## src/rtl/hcbd_pkg.sv

```systemverilog
// Shared types, constants and helpers of the HTTP chunked body decoder.
package hcbd_pkg;

    localparam int CHUNK_BITS_DEF = 32;
    localparam int COUNT_BITS_DEF = 16;

    // result queue: a request moves on only while at most two entries are held, leaving room for its two results
    localparam int Q_DEPTH = 4;
    localparam int Q_PTR_BITS = $clog2(Q_DEPTH);
    localparam int Q_CNT_BITS = $clog2(Q_DEPTH + 1);

    localparam logic [7:0] CH_CR   = 8'h0D;
    localparam logic [7:0] CH_LF   = 8'h0A;
    localparam logic [7:0] CH_SEMI = 8'h3B;

    typedef enum logic [3:0] {
        PH_SIZE,
        PH_EXT,
        PH_EXT_CR,
        PH_SIZE_LF,
        PH_DATA,
        PH_DATA_CR,
        PH_DATA_LF,
        PH_DRAIN
    } t_phase;

    typedef enum logic [1:0] {
        KIND_DATA,
        KIND_DONE,
        KIND_ERR
    } t_kind;

    // bit 4: byte is a hex digit, bits 3:0: its value
    function automatic logic [4:0] hex_decode(input logic [7:0] c);
        logic [4:0] r;
        r = 5'b0;
        if (c >= 8'h30 && c <= 8'h39) begin
            r = {1'b1, 4'(c - 8'h30)};
        end else if (c >= 8'h61 && c <= 8'h66) begin
            r = {1'b1, 4'(c - 8'h57)};
        end else if (c >= 8'h41 && c <= 8'h46) begin
            r = {1'b1, 4'(c - 8'h37)};
        end
        return r;
    endfunction

endpackage

```

## src/rtl/http_chunked_body_decoder.sv

```systemverilog
// Top level of the HTTP chunked body decoder: byte parser and result queue.
// A request passes through the input register and then the result queue; a full queue holds it in the input register.
// Throughput: one byte per cycle while the result queue has room; a byte that gives two results is popped as two.
// The input register takes a byte whenever the result queue holds at most two entries.
// Reset (synchronous, active low) empties both stages and returns the parser to the size line.
module http_chunked_body_decoder #(
    parameter int CHUNK_BITS = hcbd_pkg::CHUNK_BITS_DEF,
    parameter int COUNT_BITS = hcbd_pkg::COUNT_BITS_DEF
) (
    input  logic                  i_clk,
    input  logic                  i_rst_n,
    input  logic                  i_valid,
    output logic                  o_stall,
    input  logic [7:0]            i_in_byte,
    input  logic                  i_end_of_buffer,
    output logic                  o_valid,
    input  logic                  i_stall,
    output logic [1:0]            o_kind,
    output logic [7:0]            o_out_byte,
    output logic [COUNT_BITS-1:0] o_decoded_count,
    output logic                  o_last_of_run
);
    import hcbd_pkg::*;

    logic                  r_in_valid;
    logic [7:0]            r_in_byte;
    logic                  r_in_eob;

    t_phase                r_phase;
    logic [CHUNK_BITS-1:0] r_chunk;
    logic [COUNT_BITS-1:0] r_total;
    logic                  r_digit;

    t_kind                 r_q_kind  [Q_DEPTH];
    logic [7:0]            r_q_byte  [Q_DEPTH];
    logic [COUNT_BITS-1:0] r_q_count [Q_DEPTH];
    logic                  r_q_last  [Q_DEPTH];
    logic [Q_PTR_BITS-1:0] r_wr;
    logic [Q_PTR_BITS-1:0] r_rd;
    logic [Q_CNT_BITS-1:0] r_cnt;

    logic                  move;
    logic                  load;
    logic                  pop;
    logic [4:0]            hex;
    logic                  ovf;
    t_phase                n_step_phase;
    logic [CHUNK_BITS-1:0] n_chunk;
    logic [COUNT_BITS-1:0] n_total;
    logic                  n_digit;
    logic                  res_vld;
    t_kind                 res_kind;
    logic [7:0]            res_byte;
    logic                  eob_err;
    logic [1:0]            n_res;
    logic [Q_PTR_BITS-1:0] wr_b;

    assign move    = r_in_valid && (r_cnt <= Q_CNT_BITS'(Q_DEPTH - 2));
    assign o_stall = r_in_valid && !move;
    assign load    = i_valid && !o_stall;
    assign pop     = o_valid && !i_stall;

    assign hex = hex_decode(r_in_byte);
    assign ovf = r_chunk[CHUNK_BITS-1 -: 4] != 4'd0;

    // next phase before rearm
    always_comb begin
        n_step_phase = r_phase;
        unique case (r_phase)
            PH_SIZE: begin
                if (hex[4]) begin
                    n_step_phase = ovf ? PH_DRAIN : PH_SIZE;
                end else if (r_in_byte == CH_SEMI && r_digit) begin
                    n_step_phase = PH_EXT;
                end else if (r_in_byte == CH_CR && r_digit) begin
                    n_step_phase = PH_SIZE_LF;
                end else begin
                    n_step_phase = PH_DRAIN;
                end
            end
            PH_EXT: begin
                if (r_in_byte == CH_CR) n_step_phase = PH_EXT_CR;
            end
            PH_EXT_CR, PH_SIZE_LF: begin
                if (r_in_byte == CH_LF) begin
                    n_step_phase = (r_chunk == '0) ? PH_DRAIN : PH_DATA;
                end else if (r_phase == PH_EXT_CR) begin
                    n_step_phase = (r_in_byte == CH_CR) ? PH_EXT_CR : PH_EXT;
                end else begin
                    n_step_phase = PH_DRAIN;
                end
            end
            PH_DATA: begin
                if (r_chunk == CHUNK_BITS'(1)) n_step_phase = PH_DATA_CR;
            end
            PH_DATA_CR: begin
                n_step_phase = (r_in_byte == CH_CR) ? PH_DATA_LF : PH_DRAIN;
            end
            PH_DATA_LF: begin
                n_step_phase = (r_in_byte == CH_LF) ? PH_SIZE : PH_DRAIN;
            end
            default: begin
                n_step_phase = PH_DRAIN;
            end
        endcase
    end

    // datapath and results
    always_comb begin
        n_chunk  = r_chunk;
        n_total  = r_total;
        n_digit  = r_digit;
        res_vld  = 1'b0;
        res_kind = KIND_ERR;
        res_byte = 8'd0;
        unique case (r_phase)
            PH_SIZE: begin
                if (hex[4] && !ovf) begin
                    n_chunk = {r_chunk[CHUNK_BITS-5:0], hex[3:0]};
                    n_digit = 1'b1;
                end
                res_vld = n_step_phase == PH_DRAIN;
            end
            PH_EXT_CR, PH_SIZE_LF: begin
                if (r_in_byte == CH_LF) begin
                    res_vld  = r_chunk == '0;
                    res_kind = KIND_DONE;
                end else begin
                    res_vld  = r_phase == PH_SIZE_LF;
                end
            end
            PH_DATA: begin
                if (r_total != '1) n_total = r_total + COUNT_BITS'(1);
                n_chunk  = r_chunk - CHUNK_BITS'(1);
                res_vld  = 1'b1;
                res_kind = KIND_DATA;
                res_byte = r_in_byte;
            end
            PH_DATA_CR: begin
                res_vld = r_in_byte != CH_CR;
            end
            PH_DATA_LF: begin
                if (r_in_byte == CH_LF) begin
                    n_chunk = '0;
                    n_digit = 1'b0;
                end else begin
                    res_vld = 1'b1;
                end
            end
            default: begin
                res_vld = 1'b0;
            end
        endcase
        eob_err = r_in_eob && (n_step_phase != PH_DRAIN);
        n_res   = {1'b0, res_vld} + {1'b0, eob_err};
    end

    assign wr_b = r_wr + Q_PTR_BITS'(1);

    always_ff @(posedge i_clk) begin
        if (!i_rst_n) begin
            r_in_valid <= 1'b0;
        end else if (load) begin
            r_in_valid <= 1'b1;
        end else if (move) begin
            r_in_valid <= 1'b0;
        end
    end

    always_ff @(posedge i_clk) begin
        if (load) begin
            r_in_byte <= i_in_byte;
            r_in_eob  <= i_end_of_buffer;
        end
    end

    always_ff @(posedge i_clk) begin
        if (!i_rst_n) begin
            r_phase <= PH_SIZE;
            r_chunk <= '0;
            r_total <= '0;
            r_digit <= 1'b0;
        end else if (move) begin
            r_phase <= r_in_eob ? PH_SIZE : n_step_phase;
            r_chunk <= r_in_eob ? '0 : n_chunk;
            r_total <= r_in_eob ? '0 : n_total;
            r_digit <= r_in_eob ? 1'b0 : n_digit;
        end
    end

    // push up to two results per request
    always_ff @(posedge i_clk) begin
        if (move && n_res != 2'd0) begin
            r_q_kind[r_wr]  <= res_vld ? res_kind : KIND_ERR;
            r_q_byte[r_wr]  <= res_vld ? res_byte : 8'd0;
            r_q_count[r_wr] <= n_total;
            r_q_last[r_wr]  <= n_res == 2'd1;
        end
        if (move && n_res == 2'd2) begin
            r_q_kind[wr_b]  <= KIND_ERR;
            r_q_byte[wr_b]  <= 8'd0;
            r_q_count[wr_b] <= n_total;
            r_q_last[wr_b]  <= 1'b1;
        end
    end

    always_ff @(posedge i_clk) begin
        if (!i_rst_n) begin
            r_wr  <= '0;
            r_rd  <= '0;
            r_cnt <= '0;
        end else begin
            if (move) r_wr <= r_wr + Q_PTR_BITS'(n_res);
            if (pop) r_rd <= r_rd + Q_PTR_BITS'(1);
            r_cnt <= r_cnt + (move ? Q_CNT_BITS'(n_res) : Q_CNT_BITS'(0))
                     - (pop ? Q_CNT_BITS'(1) : Q_CNT_BITS'(0));
        end
    end

    assign o_valid         = r_cnt != '0;
    assign o_kind          = r_q_kind[r_rd];
    assign o_out_byte      = r_q_byte[r_rd];
    assign o_decoded_count = r_q_count[r_rd];
    assign o_last_of_run   = r_q_last[r_rd];

endmodule

```

## config.mk

```make
export PLATFORM = sky130hd
export DESIGN_NAME = http_chunked_body_decoder
export DESIGN_NICKNAME = d
export VERILOG_FILES = /design/src/rtl/hcbd_pkg.sv /design/src/rtl/http_chunked_body_decoder.sv
export SDC_FILE = /design/constraint.sdc
export NUM_CORES = 1
export LEC_CHECK = 0
export BUFFER_PORTS_ARGS = -buffer_cell sky130_fd_sc_hd__buf_2
export CAP_MARGIN = 15
export CORE_MARGIN = 2
export CORE_UTILIZATION = 55
export DETAILED_ROUTE_END_ITERATION = 6
export GPL_TIMING_DRIVEN = 0
export HOLD_SLACK_MARGIN = 0.12
export PLACE_DENSITY = 0.73
export REMOVE_ABC_BUFFERS = 1
export SETUP_SLACK_MARGIN = 0.15
export SYNTH_ARGS = -nofsm -noshare
export SYNTH_HDL_FRONTEND = slang
export SYNTH_SLANG_ARGS = --single-unit
```

## constraint.sdc

```tcl
create_clock -name i_clk -period 4.2 [get_ports i_clk]
set_input_delay 0.21 -clock i_clk [delete_from_list [all_inputs] [get_ports i_clk]]
set_output_delay 0.21 -clock i_clk [all_outputs]
set_load 0.01 [all_outputs]
```

---- Word level (Yosys, flattened, before mapping) ----
Memory sizes are Yosys's and may differ from the RTL's. A register that Yosys moved wholly into a read port is not among the register bits.
Cells that the tools add are included.
storage, ports and cells
  register bits after elaboration ......... 70
  bits in writable memories ............... 108
  input port bits ......................... 13
  output and inout bits ................... 29
  logic and storage cells ................. 130
  memories ................................ 4
operators by class
  add/subtract/negate cells ............... 11
  magnitude comparators ................... 7
  equality and inequality tests ........... 18
  multiplexer cells ....................... 52
  reduce and logical (&&, ||, !) cells .... 28
memories
  memory     words  bits a word  rd ports  clocked after memory_dff  wr ports  RTL line                         text
  r_q_count  4      16           1         1                         2         http_chunked_body_decoder.sv:36  logic [COUNT_BITS-1:0] r_q_count [Q_DEPTH];
  r_q_byte   4      8            1         1                         2         http_chunked_body_decoder.sv:35  logic [7:0] r_q_byte [Q_DEPTH];
  r_q_kind   4      2            1         1                         2         http_chunked_body_decoder.sv:34  t_kind r_q_kind [Q_DEPTH];
  r_q_last   4      1            1         1                         2         http_chunked_body_decoder.sv:37  logic r_q_last [Q_DEPTH];
operators by type and width
  cell                                                                                 number
  32-bit 2-to-1 mux                                                                    3
  32-bit one-hot mux with 3 select lines                                               1
  16-bit 2-to-1 mux                                                                    3
  32-bit by 1-bit == test with 1-bit output, second input constant                     1
  32-bit zero test                                                                     1
  32-bit by 1-bit subtractor with 32-bit output, second input constant                 1
  2-bit 2-to-1 mux                                                                     13
  4-bit one-hot mux with 6 select lines                                                1
  3-bit 2-to-1 mux                                                                     7
  16-bit by 1-bit adder with 16-bit output, second input constant                      1
  4-bit by 3-bit == test with 1-bit output, second input constant                      4
  8-bit by 4-bit == test with 1-bit output, second input constant                      2
  8-bit by 7-bit greater-or-equal comparator with 1-bit output, second input constant  2
  8-bit by 7-bit less-or-equal comparator with 1-bit output, second input constant     2
  8-bit 2-to-1 mux                                                                     2
  16-bit != test, second input constant                                                1
  5-bit 2-to-1 mux                                                                     3
  1-bit logical AND                                                                    13
  1-bit 2-to-1 mux                                                                     13
  4-bit 2-to-1 mux                                                                     3
  4-bit by 2-bit == test with 1-bit output, second input constant                      2
  8-bit by 6-bit == test with 1-bit output, second input constant                      1
  8-bit by 6-bit greater-or-equal comparator with 1-bit output, second input constant  1
  8-bit by 6-bit less-or-equal comparator with 1-bit output, second input constant     1
  other kinds (24)                                                                     34

---- Logic depth before layout (Yosys ltp) ----
Gate-level depths: netlist of run 1.
  depth after elaboration ................. 14
  mapped depth ............................ 16
  gate-level depth less buffers ........... 16

---- Least setup slack after synthesis of run 1 ----
Ideal clock, no wire load.
  path kind ............................... register to register
  start point ............................. register r_in_byte[4]
  end point ............................... register r_cnt[2]
  library setup time ...................... 128 ps
  arrival ................................. 3572 ps
  data required time ...................... 4072 ps
  path slack .............................. 501 ps
  cell stages (with the launch flop) ...... 16
  path buffers ............................ 1
  period minus slack after synthesis ...... 3699 ps
  cells stage by stage .................... edfxtp_1 -> or4_1 -> buf_2 -> o311a_1 -> a311o_1 -> a311oi_2 -> and2_1 -> o31ai_1 -> ha_1 -> nand2_1 -> ha_1 -> inv_1 -> ha_1 -> fa_1 -> xnor2_1 -> nor2_1
between the ends
  cells in the longest elaborated chain, start to end .. 13
  elaborated cells between the ends (all ways) .. 38
  those cells by class .................... 3 x add/sub; 6 x order compare; 6 x eq/ne; 17 x mux; 6 x reduce/logical
RTL lines
  item                                                                                                                                              RTL line                                                            text
  start: declaration                                                                                                                                http_chunked_body_decoder.sv:26                                     logic [7:0] r_in_byte;
  start signal: assignment                                                                                                                          http_chunked_body_decoder.sv:172                                    r_in_byte <= i_in_byte;
  8-bit by 7-bit greater-or-equal comparator with 1-bit output / 8-bit by 7-bit less-or-equal comparator with 1-bit output (equally long branches)  hcbd_pkg.sv:41                                                      end else if (c >= 8'h41 && c <= 8'h46) begin
  1-bit logical AND                                                                                                                                 hcbd_pkg.sv:41
  5-bit 2-to-1 mux                                                                                                                                  hcbd_pkg.sv:41
  5-bit 2-to-1 mux                                                                                                                                  hcbd_pkg.sv:39                                                      end else if (c >= 8'h61 && c <= 8'h66) begin
  5-bit 2-to-1 mux                                                                                                                                  hcbd_pkg.sv:37                                                      if (c >= 8'h30 && c <= 8'h39) begin
  3-bit 2-to-1 mux                                                                                                                                  http_chunked_body_decoder.sv:71                                     if (hex[4]) begin
  4-bit one-hot mux with 6 select lines                                                                                                             http_chunked_body_decoder.sv:69                                     unique case (r_phase)
  4-bit by 3-bit == test with 1-bit output / 4-bit by 3-bit != test with 1-bit output (equally long branches)                                       http_chunked_body_decoder.sv:122, http_chunked_body_decoder.sv:154
  1-bit one-hot mux with 5 select lines / 1-bit logical AND (equally long branches)                                                                 http_chunked_body_decoder.sv:116, http_chunked_body_decoder.sv:154
  1-bit by 1-bit adder with 2-bit output (*)                                                                                                        http_chunked_body_decoder.sv:155                                    n_res = {1'b0, res_vld} + {1'b0, eob_err};
  2-bit 2-to-1 mux (*)                                                                                                                              http_chunked_body_decoder.sv:215                                    r_cnt <= r_cnt + (move ? Q_CNT_BITS'(n_res) : Q_CNT_BITS'(0))
  3-bit by 2-bit adder with 3-bit output (*)                                                                                                        http_chunked_body_decoder.sv:215
  3-bit by 1-bit subtractor with 3-bit output (*)                                                                                                   http_chunked_body_decoder.sv:216                                    - (pop ? Q_CNT_BITS'(1) : Q_CNT_BITS'(0));
  end signal: assignment                                                                                                                            http_chunked_body_decoder.sv:215
  end: declaration                                                                                                                                  http_chunked_body_decoder.sv:40                                     logic [Q_CNT_BITS-1:0] r_cnt;
Mark *: on every way between the ends. The rest lies on a longest branch, timed or not.
A chain may end at the register's enable or synchronous reset.

---- Worst setup path after layout of run 1 ----
Ends and elaborated chain as after synthesis.

==> results of run 1 <==
## cells in the final DEF, fill, tap and decap left out, types with 4 or more instances in the layout
cell	Yosys	final
xnor2_1	8	8
buf_2	7	41
nor4_1	12	10
dfxtp_1	107	106
clkinvlp_4	0	5
a31oi_1	13	13
nor2b_1	4	4
o22a_1	8	8
nor2_1	64	64
ha_1	15	14
nor3_1	25	24
nand2_1	95	91
and2_1	9	8
xor2_1	17	17
nand4_1	12	12
or3_1	10	10
o21ai_0	78	78
edfxtp_1	73	73
o221a_2	5	5
o21a_1	4	4
a221oi_1	6	6
mux4_2	27	27
a22oi_1	6	6
inv_6	0	5
clkbuf_16	0	17
dlygate4sd3_1	0	10
nand3_1	29	28
nor4_2	2	4
a211oi_1	12	12
o31ai_1	11	10
o22ai_1	4	4
inv_1	21	17
buf_4	1	18
and3_1	8	8
a21oi_1	43	43
nand2_2	0	4
## critical path: cells and delay by family (launching register included)
kind            cells  cell delay, ns
flops               1            0.43
compound gates      3            0.73
xor+xnor            1            0.14
simple gates        5            1.17
fa+ha+maj           4            1.27
buf+inv             1            0.04
## layer usage
| metal | global-route usage [%] | vias to the layer above | part of all wire (%) |
|---|---|---|---|
| li1 | - | 3293 | - |
| met1 | 32.46 | 3321 | 46 |
| met2 | 38.99 | 182 | 48 |
| met3 | 4.879 | 17 | 4.9 |
| met4 | 7.653 | 0 | 1.1 |
| met5 | 0 | - | 0 |
## area by class of cell
type / instances / area [sq um] / share of cell area (%)
Tap cell: 216 / 270.3 / 2.705
Multi-Input combinational cell: 596 / 4119 / 41.23
Inverter: 22 / 97.59 / 0.9770
Sequential cell: 180 / 4335 / 43.40
Clock inverter: 13 / 133.9 / 1.340
Clock buffer: 19 / 452.9 / 4.534
Timing Repair Buffer: 76 / 580.6 / 5.812
## power by group through the flow
stage | clock (uW) | sequential, uW | combinational, uW
3_3_place_gp | 0 | 2270 | 1310
6_report | 1550 | 2180 | 1530
4_1_cts | 1570 | 2170 | 1480
3_5_place_dp | 0 | 2210 | 1440
5_1_grt | 1640 | 2200 | 1700
2_1_floorplan | 0 | 2210 | 1000
## cell usage after synthesis (13+ instances only)
cell,instances,area share [%]
a31oi_1,13,0.93
clkbuf_1,42,1.8
inv_1,21,0.90
nand2_1,95,4.1
edfxtp_1,73,25
mux4_2,27,7.0
xor2_1,17,1.7
nor3_1,25,1.4
nand3_1,29,1.7
ha_1,15,2.2
dfxtp_1,107,25
nor2_1,64,2.8
o21ai_0,78,4.5
a21oi_1,43,2.5
## kinds of logic after synthesis
family | Yosys count | synth area share [%]
and+or+nand+nor | 300 | 17.37
AOI/OAI and AO/OA | 223 | 16.57
DFF | 180 | 49.69
buffers and inverters | 80 | 3.887
muxes | 32 | 7.589
xor gates and xnor gates | 25 | 2.510
adders and majority gates | 16 | 2.381
## worst paths after layout
path                                startpoint             end  slack [ns]  cells past startpoint
worst max-delay path              r_in_byte[4]        r_cnt[2]        0.29                     14
worst min-delay path                   i_stall         r_rd[0]        0.18                      4
worst max register to register    r_in_byte[4]        r_cnt[2]        0.29                     14
worst min register to register  r_q_byte[0][3]  r_q_byte[0][3]        0.45                      2
## metrics by stage
stage / instance area [sq um] / setup WS (ns) / std cells
CTS: 9866 / 0.1930 / 1112
detailed placement: 9075 / -0.1545 / 1062
finish: 9990 / 0.2938 / 1122
global placement: 8941 / -1.940 / 1055
global route: 9990 / 0.1615 / 1122
floorplan: 8466 / -0.1811 / 798
## state kept, by name (all words and copies together) (netlist names), 3 cells and up, named ones only
name       cells
r_q_last       4
r_in_byte      8
r_phase        4
r_chunk       32
r_q_count     64
r_total       16
r_cnt          3
r_q_byte      32
r_q_kind       8
## what timing repair did
action / CTS / global route
setup endpoints to repair: 74 / 72
hold buffers: 10 / 0
pin swaps: 0 / 11
resized for setup: 9 / 10
endpoints found under the hold margin: 10 / 0
gates cloned: 0 / 0
buffers inserted: 8 / 8
==> out/results.txt, run 1 <==
Int Pwr = 3542 uW
Ratio of cells with drive above 1 in the final layout = 18.65%
Top FF cell, synth = dfxtp_1
Post-layout minimum cycle time = 3.906 ns
CP max stage delay = 0.59 ns
CP Data Arrival Time = 4.20 ns
Sw Ratio = 32.54%
Min Hold Slack = 0.1842 ns
Pins Over Slew Limit = 0
Required time of the critical path = 4.49 ns
NumNets Final = 922
Hold WC Path Type = in -> reg
DP Wirelength = 12440 um
DR iter-0 viols = 466
Worst-case clock buffer depth = 2
Fmax = 256.0 MHz
Die Span Y = 129.9 um
Setup TNS Final = 0 ns
Vias in the first global route = 6394
Global-route wire length before repair = 32220 um
Root Driver = clkbuf_16
Headroom to the max-slew limit = 35.24%
Sw power = 1709 uW
Hold Fails Final Rpt = 0
Synthesis-to-finish area growth = 14.53%
DRT Pass-1 Iters = 5
RD Place Congestion = 0.8578
Starting Density = 55.51%
Ys Warns = 0
Reg clk slew, reported paths = 0.07 ns
CP cell instances = or4_4 > or2_4 > a311o_1 > a311oi_2 > and2_4 > o31ai_2 > ha_2 > nand2_2 > ha_1 > inv_1 > ha_1 > fa_1 > xnor2_1 > nor2_1
Clock network power share = 29.4%
Number of flops mapped to enable cells by yosys = 73
Final Power = 5251 uW
Gr ovfl total = 0
Antenna Cells = 0
Post-synthesis cell area = 8722 sq um
Power per Cell Area = 525.6 nW/um^2
Flop and latch count out of synthesis = 180
Status = complete, no violations
Total clock sinks = 180
Final-layout fill cell count = 1234
Synth unique cells = 80
Clock skew = 0.01567 ns
RSZ-0062 raised after global routing = no
Gr usage total = 23.97%
Post-route ant nets = 0
Least-Margin Pin Slew = 0.9713 ns
Peak VDD IR = 0.0003058 V
Mean Syn Cell Area = 10.19 sq um
Die area = 16880 sq um
Via count = 6813
Boundary pin count = 42
Crit share post-route = 93.00%
Drt total wl = 19500 um
Crit path kind = reg -> reg
Row count = 46
Die Width = 129.9 um
Leakage = 0.003523 uW
Sequential area share after synthesis = 49.69%
Worst-path maximum fanout = 7
Largest net degree at the start of global routing = 34
CTS tree = done
Via/cell ratio = 6.072
Port bufs = 41
Max Cap Violations = 0
Seq pwr share = 41.5%
CTS buffer count = 17
Clk Latency, worst-skew pair = 0.43 ns
Nature of the critical path startpoint = register
Post-Syn Instances = 856
Wire per inst = 17.38 um
Comb power frac = 29.1%
H-tree Lvls = 4
Core area = 15710 sq um
Final setup violation count = 0
Final core area utilization = 63.58%
Max stage delay cell, worst path = or4_4
DRC viols = 0
Initial antenna violation count = 0
Most used cell, CP = ha_1
Setup crit end kind = register
Async SR Flop Fraction = 0%
(Power assumes the default switching activity.)
==> run 2: changes to the inputs <==
--- a/config.mk
+++ b/config.mk
@@ -14,7 +14,7 @@
 export HOLD_SLACK_MARGIN = 0.12
 export PLACE_DENSITY = 0.73
 export REMOVE_ABC_BUFFERS = 1
-export SETUP_SLACK_MARGIN = 0.15
+export SETUP_SLACK_MARGIN = 0.2
 export SYNTH_ARGS = -nofsm -noshare
 export SYNTH_HDL_FRONTEND = slang
 export SYNTH_SLANG_ARGS = --single-unit
==> constraint.sdc (replaced) <==
create_clock -name i_clk -period 4.7 [get_ports i_clk]
set_input_delay 0.235 -clock i_clk [delete_from_list [all_inputs] [get_ports i_clk]]
set_output_delay 0.235 -clock i_clk [all_outputs]
set_load 0.01 [all_outputs]
==> out/results.txt, run 2 (synthesized netlist as in run 1, its figures left out) <==
Status = complete, no violations
DR iter-0 viols = 456 (-2.1%)
DRC viols = 0 (unchanged)
H-tree Lvls = 4 (unchanged)
Antenna Cells = 0 (unchanged)
Setup crit end kind = register
Least-Margin Pin Slew = 0.9549 ns (-0.01643 ns)
Post-route ant nets = 0 (unchanged)
Max FFs per register = 64 (unchanged)
Row count = 46 (unchanged)
Total clock sinks = 180 (unchanged)
Worst-case clock buffer depth = 2 (unchanged)
Die Span Y = 129.9 um (unchanged)
Ratio of cells with drive above 1 in the final layout = 16.28% (-2.4 points)
Headroom to the max-slew limit = 36.34% (+1.1 points)
Drt total wl = 19380 um (-0.63%)
Clk Latency, worst-skew pair = 0.44 ns (about the same)
Die Width = 129.9 um (unchanged)
Max stage delay cell, worst path = edfxtp_1
CTS buffer count = 17 (unchanged)
Post-layout minimum cycle time = 4.187 ns (+0.2804 ns)
Global-route wire length before repair = 31960 um (-0.82%)
Gr usage total = 23.82% (-0.16 points)
Top reg by flops = r_q_count
Reg clk slew, reported paths = 0.07 ns (about the same)
CTS tree = done
Min Hold Slack = 0.2035 ns (+0.01928 ns)
Wire per inst = 17.41 um (+0.17%)
Crit path kind = reg -> reg
Most common cell after layout, fill and taps aside = dfxtp_1
Hold Fails Final Rpt = 0 (unchanged)
Clock skew = 0.01688 ns (+0.001211 ns)
RSZ-0062 raised after global routing = no
Die area = 16880 sq um (unchanged)
Initial antenna violation count = 0 (unchanged)
Fmax = 238.9 MHz (-6.7%)
Worst-path maximum fanout = 18 (+11)
Via count = 6806 (-0.10%)
Synthesis-to-finish area growth = 13.10%
Commonest non-fill, non-tap cells in the layout = 106 x dfxtp_1, 95 x nand2_1, 78 x o21ai_0
Regs by FF count = r_q_count x64, r_chunk x32, r_q_byte x32
Gr ovfl total = 0 (unchanged)
Vias in the first global route = 6328 (-1.0%)
Final core area utilization = 62.78% (-0.80 points)
Required time of the critical path = 5.01 ns (+0.52 ns)
Max Cap Violations = 0 (unchanged)
Leakage = 0.003460 uW (-1.8%)
Via/cell ratio = 6.115 (+0.71%)
Boundary pin count = 42 (unchanged)
CP Data Arrival Time = 4.50 ns (+0.30 ns)
CP max stage delay = 0.50 ns (-0.09 ns)
Crit share post-route = 89.08% (-3.9 points)
Most used cell, CP = ha_1
Power per Cell Area = 470.4 nW/um^2 (-10%)
Starting Density = 55.51% (unchanged)
Largest net degree at the start of global routing = 34 (unchanged)
Core area = 15710 sq um (unchanged)
DRT Pass-1 Iters = 5 (unchanged)
CP cell instances = inv_1 > ha_1 > or3b_1 > and4b_1 > nor3_1 > a311oi_2 > and2_1 > o31a_1 > ha_1 > nor2_1 > a211oi_1 > nand2b_1 > clkinvlp_4 > buf_4 > o22a_1
Crit path buffers/inverters = 3 (+2)
RD Place Congestion = 0.8578 (unchanged)
CP delay by family, top = simple AND/OR/NAND/NOR gates
Final-layout fill cell count = 1243 (+0.73%)
Peak VDD IR = 0.0002753 V (-10%)
Pins Over Slew Limit = 0 (unchanged)
Port bufs = 41 (unchanged)
NumNets Final = 913 (-0.98%)
Nature of the critical path startpoint = register
Root Driver = clkbuf_16
Final setup violation count = 0 (unchanged)
Hold WC Path Type = in -> reg
DP Wirelength = 12440 um (unchanged)
## run 2: final timing paths
path	from	end	slack, ns	cells after the start
worst max-delay path	r_in_byte[0]	r_q_last[1]	0.51	15
worst min-delay path	i_stall	r_rd[0]	0.20	4
worst max register to register	r_in_byte[0]	r_q_last[1]	0.51	15
worst min register to register	r_q_byte[1][3]	r_q_byte[1][3]	0.45	2
## run 2: worst reg2reg max path, cell delays in order (launching register included)
cell and delay, ns:
edfxtp_1 0.50, inv_1 0.13, ha_1 0.21, or3b_1 0.40, and4b_1 0.22, nor3_1 0.50, a311oi_2 0.11, and2_1 0.19
o31a_1 0.32, ha_1 0.22, nor2_1 0.10, a211oi_1 0.06, nand2b_1 0.48, clkinvlp_4 0.17, buf_4 0.24, o22a_1 0.23
## run 2: through the flow
step	power (uW)	cells	TNS, ns	cell area (sq um)	worst slack, ns
final	4640	1113	0	9864	0.5135
after global routing	4896	1113	0	9864	0.2115
after CTS	4645	1104	0	9762	0.3362
after detailed placement	3259	1062	0	9075	0.3455
after global placement	3201	1055	-145.13	8941	-1.440
after floorplan	2869	798	0	8466	0.3189
## run 2: where the power goes
| part | internal [uW] | leakage (uW) | switching (uW) | total (uW) |
|---|---|---|---|---|
| clock network | 750 | 0.000290 | 631 | 1380 |
| logic | 587 | 0.00161 | 726 | 1310 |
| registers | 1790 | 0.00156 | 153 | 1950 |
| total | 3130 | 0.00346 | 1510 | 4640 |
## run 2: layout make-up
type	count	area, sq um	area share [%]
Inverter	22	97.59	0.9893
Sequential cell	180	4335	43.95
Tap cell	216	270.3	2.740
Timing Repair Buffer	67	513.0	5.200
Clock inverter	13	133.9	1.357
Multi-Input combinational cell	596	4061	41.17
Clock buffer	19	452.9	4.592
## run 2: what timing repair did
item	CTS	global route
endpoints found under the hold margin	10	0
gates resized for setup	0	4
hold buffers	10	0
endpoints found under the setup margin	0	72
setup buffers	0	7
## run 2: per-layer routing
| layer | share of wire (%) | track usage (%) |
|---|---|---|
| met1 | 47 | 32.31 |
| met2 | 47 | 38.74 |
| met3 | 4.6 | 5.084 |
| met4 | 1.3 | 7.084 |
| met5 | 0 | 0 |
==> run 3: changes to the inputs <==
--- a/config.mk
+++ b/config.mk
@@ -8,12 +8,10 @@
 export BUFFER_PORTS_ARGS = -buffer_cell sky130_fd_sc_hd__buf_2
 export CAP_MARGIN = 15
 export CORE_MARGIN = 2
-export CORE_UTILIZATION = 55
+export CORE_UTILIZATION = 45
 export DETAILED_ROUTE_END_ITERATION = 6
 export GPL_TIMING_DRIVEN = 0
 export HOLD_SLACK_MARGIN = 0.12
-export PLACE_DENSITY = 0.73
-export REMOVE_ABC_BUFFERS = 1
 export SETUP_SLACK_MARGIN = 0.2
 export SYNTH_ARGS = -nofsm -noshare
 export SYNTH_HDL_FRONTEND = slang
==> out/results.txt, run 3 (synthesized netlist as in run 1, its figures left out) <==
Antenna Cells = 0 (unchanged)
Core area = 18890 sq um (+20%)
Synthesis-to-finish area growth = 14.93%
Most common cell after layout, fill and taps aside = dfxtp_1
Power per Cell Area = 471.3 nW/um^2 (+0.18%)
Max Cap Violations = 0 (unchanged)
Crit path kind = reg -> reg
Mapped Nets = 885
Clk Latency, worst-skew pair = 0.44 ns (about the same)
NumNets Final = 962 (+5.4%)
Global-route wire length before repair = 35970 um (+13%)
Drt total wl = 22780 um (+18%)
DRT Pass-1 Iters = 5 (unchanged)
Nature of the critical path startpoint = register
CP cell instances = buf_2 > nor4_4 > nand3_1 > nor4_4 > nand2_1 > and3_1 > o31a_1 > ha_1 > nor2_1 > a211oi_1 > nand2b_1 > clkbuf_1 > clkinvlp_4 > buf_4
H-tree Lvls = 4 (unchanged)
DR iter-0 viols = 585 (+28%)
Root Driver = clkbuf_16
Via/cell ratio = 5.793 (-5.3%)
Gr usage total = 22.75% (-1.1 points)
RSZ-0062 raised after global routing = no
Regs by FF count = r_q_count x64, r_chunk x32, r_q_byte x32
Required time of the critical path = 4.89 ns (-0.12 ns)
Post-layout minimum cycle time = 4.220 ns (+0.03320 ns)
Setup crit end kind = register
CP max stage delay = 0.48 ns (-0.02 ns)
Boundary pin count = 42 (unchanged)
Setup TNS Final = 0 ns (unchanged)
Largest net degree at the start of global routing = 20 (-41%)
Ratio of cells with drive above 1 in the final layout = 15.64% (-0.63 points)
Worst-path maximum fanout = 10 (-8)
CTS buffer count = 17 (unchanged)
Row count = 50 (+8.7%)
Hold WC Path Type = in -> reg
Reg clk slew, reported paths = 0.08 ns (about the same)
Die Span Y = 143.2 um (+10%)
Initial antenna violation count = 0 (unchanged)
Worst setup margin = 0.4803 ns (-0.03320 ns)
Fmax = 237.0 MHz (-0.79%)
Leakage = 0.003508 uW (+1.4%)
Peak VDD IR = 0.0003378 V (+23%)
Vias in the first global route = 6577 (+3.9%)
Die Width = 143.2 um (+10%)
Final core area utilization = 53.06% (-9.7 points)
Max FFs per register = 64 (unchanged)
Starting Density = 46.17% (-9.3 points)
Setup slack at placement = 0.1570 ns (-0.1884 ns)
DP Wirelength = 15250 um (+23%)
Commonest non-fill, non-tap cells in the layout = 107 x dfxtp_1, 95 x nand2_1, 78 x o21ai_0
Clock skew = 0.01621 ns (-0.0006694 ns)
Wire per inst = 18.89 um (+8.5%)
Max stage delay cell, worst path = nor4_4
Headroom to the max-slew limit = 40.05% (+3.7 points)
RD Place Congestion = 0.9176 (+7.0%)
Least-Margin Pin Slew = 0.8993 ns (-0.05560 ns)
Worst-case clock buffer depth = 2 (unchanged)
Top reg by flops = r_q_count
Final setup violation count = 0 (unchanged)
Via count = 6986 (+2.6%)
Hold Fails Final Rpt = 0 (unchanged)
Port bufs = 41 (unchanged)
Die area = 20510 sq um (+22%)
Total clock sinks = 180 (unchanged)
Status = complete, no violations
Gr ovfl total = 0 (unchanged)
DRC viols = 0 (unchanged)
CP Data Arrival Time = 4.41 ns (-0.09 ns)
Crit share post-route = 89.78% (+0.71 points)
CTS tree = done
Pins Over Slew Limit = 0 (unchanged)
Post-route ant nets = 0 (unchanged)
Most used cell, CP = nor4_4
## run 3: cell count changes in the layout (fill, tap and decap cells not counted), moves of 3 or more
cell | before | now
clkbuf_1 | 0 | 43
buf_8 | 3 | 0
inv_8 | 0 | 8
buf_2 | 41 | 48
inv_6 | 5 | 2
buf_1 | 0 | 4
## run 3: repair_timing
| item | 4_1_cts | 5_1_grt |
|---|---|---|
| hold buffers | 10 | 0 |
| setup endpoints to repair | 2 | 74 |
| resized for setup | 1 | 5 |
| buffers inserted | 3 | 4 |
| endpoints found under the hold margin | 10 | 0 |
| pin swaps | 0 | 0 |
## run 3: area by class of cell
class	count	area (sq um)
fillers	1765	8869
flip-flops and latches	180	4334
multi-input cells	596	4066
clock buffers	18	429.2
repair buffers	58	370.4
well taps	260	325.3
plain buffers	58	256.5
clock inverters	14	148.9
inverters	22	93.84
## run 3: layer usage
metal	up-vias	part of all wire (%)	GRT usage, %
met1	3396	47	31.75
li1	3376	-	-
met2	178	47	36.57
met3	36	4.1	3.253
met4	0	2.0	7.585
met5	-	0	0
## run 3: critical path: cells and delay by family, from the launching register on
family / cells / cell delay, ns
DFF: 1 / 0.30
buffers and inverters: 4 / 1.15
adders and majority gates: 1 / 0.23
and+or+nand+nor: 7 / 1.92
AOI/OAI and AO/OA: 2 / 0.34
## run 3: where the power goes
part | switching (uW) | internal [uW] | total, uW
clock network | 707 | 718 | 1430
logic | 820 | 583 | 1400
registers | 105 | 1790 | 1900
total | 1630 | 3090 | 4720
## run 3: stage by stage
step                hold slack, ns  total power [uW]  cell area (sq um)  instances
finish                      0.2087              4724              10020       1206
global route                0.2524              4988              10020       1206
CTS                         0.2097              4738               9957       1202
detailed placement          0.4131              3305               9253       1157
global placement            0.4111              3297               9253       1157
floorplan                   0.3339              2913               8722        856
## run 3: path summary, 6_finish.rpt
| path | from | to | slack (ns) | depth (start not counted) |
|---|---|---|---|---|
| setup reg to reg | r_chunk[2] | r_q_count[1][15] | 0.48 | 14 |
| setup / recovery | r_chunk[2] | r_q_count[1][15] | 0.48 | 14 |
| hold reg to reg | r_q_byte[0][7] | r_q_byte[0][7] | 0.46 | 2 |
| hold / removal | i_stall | register | 0.21 | 4 |
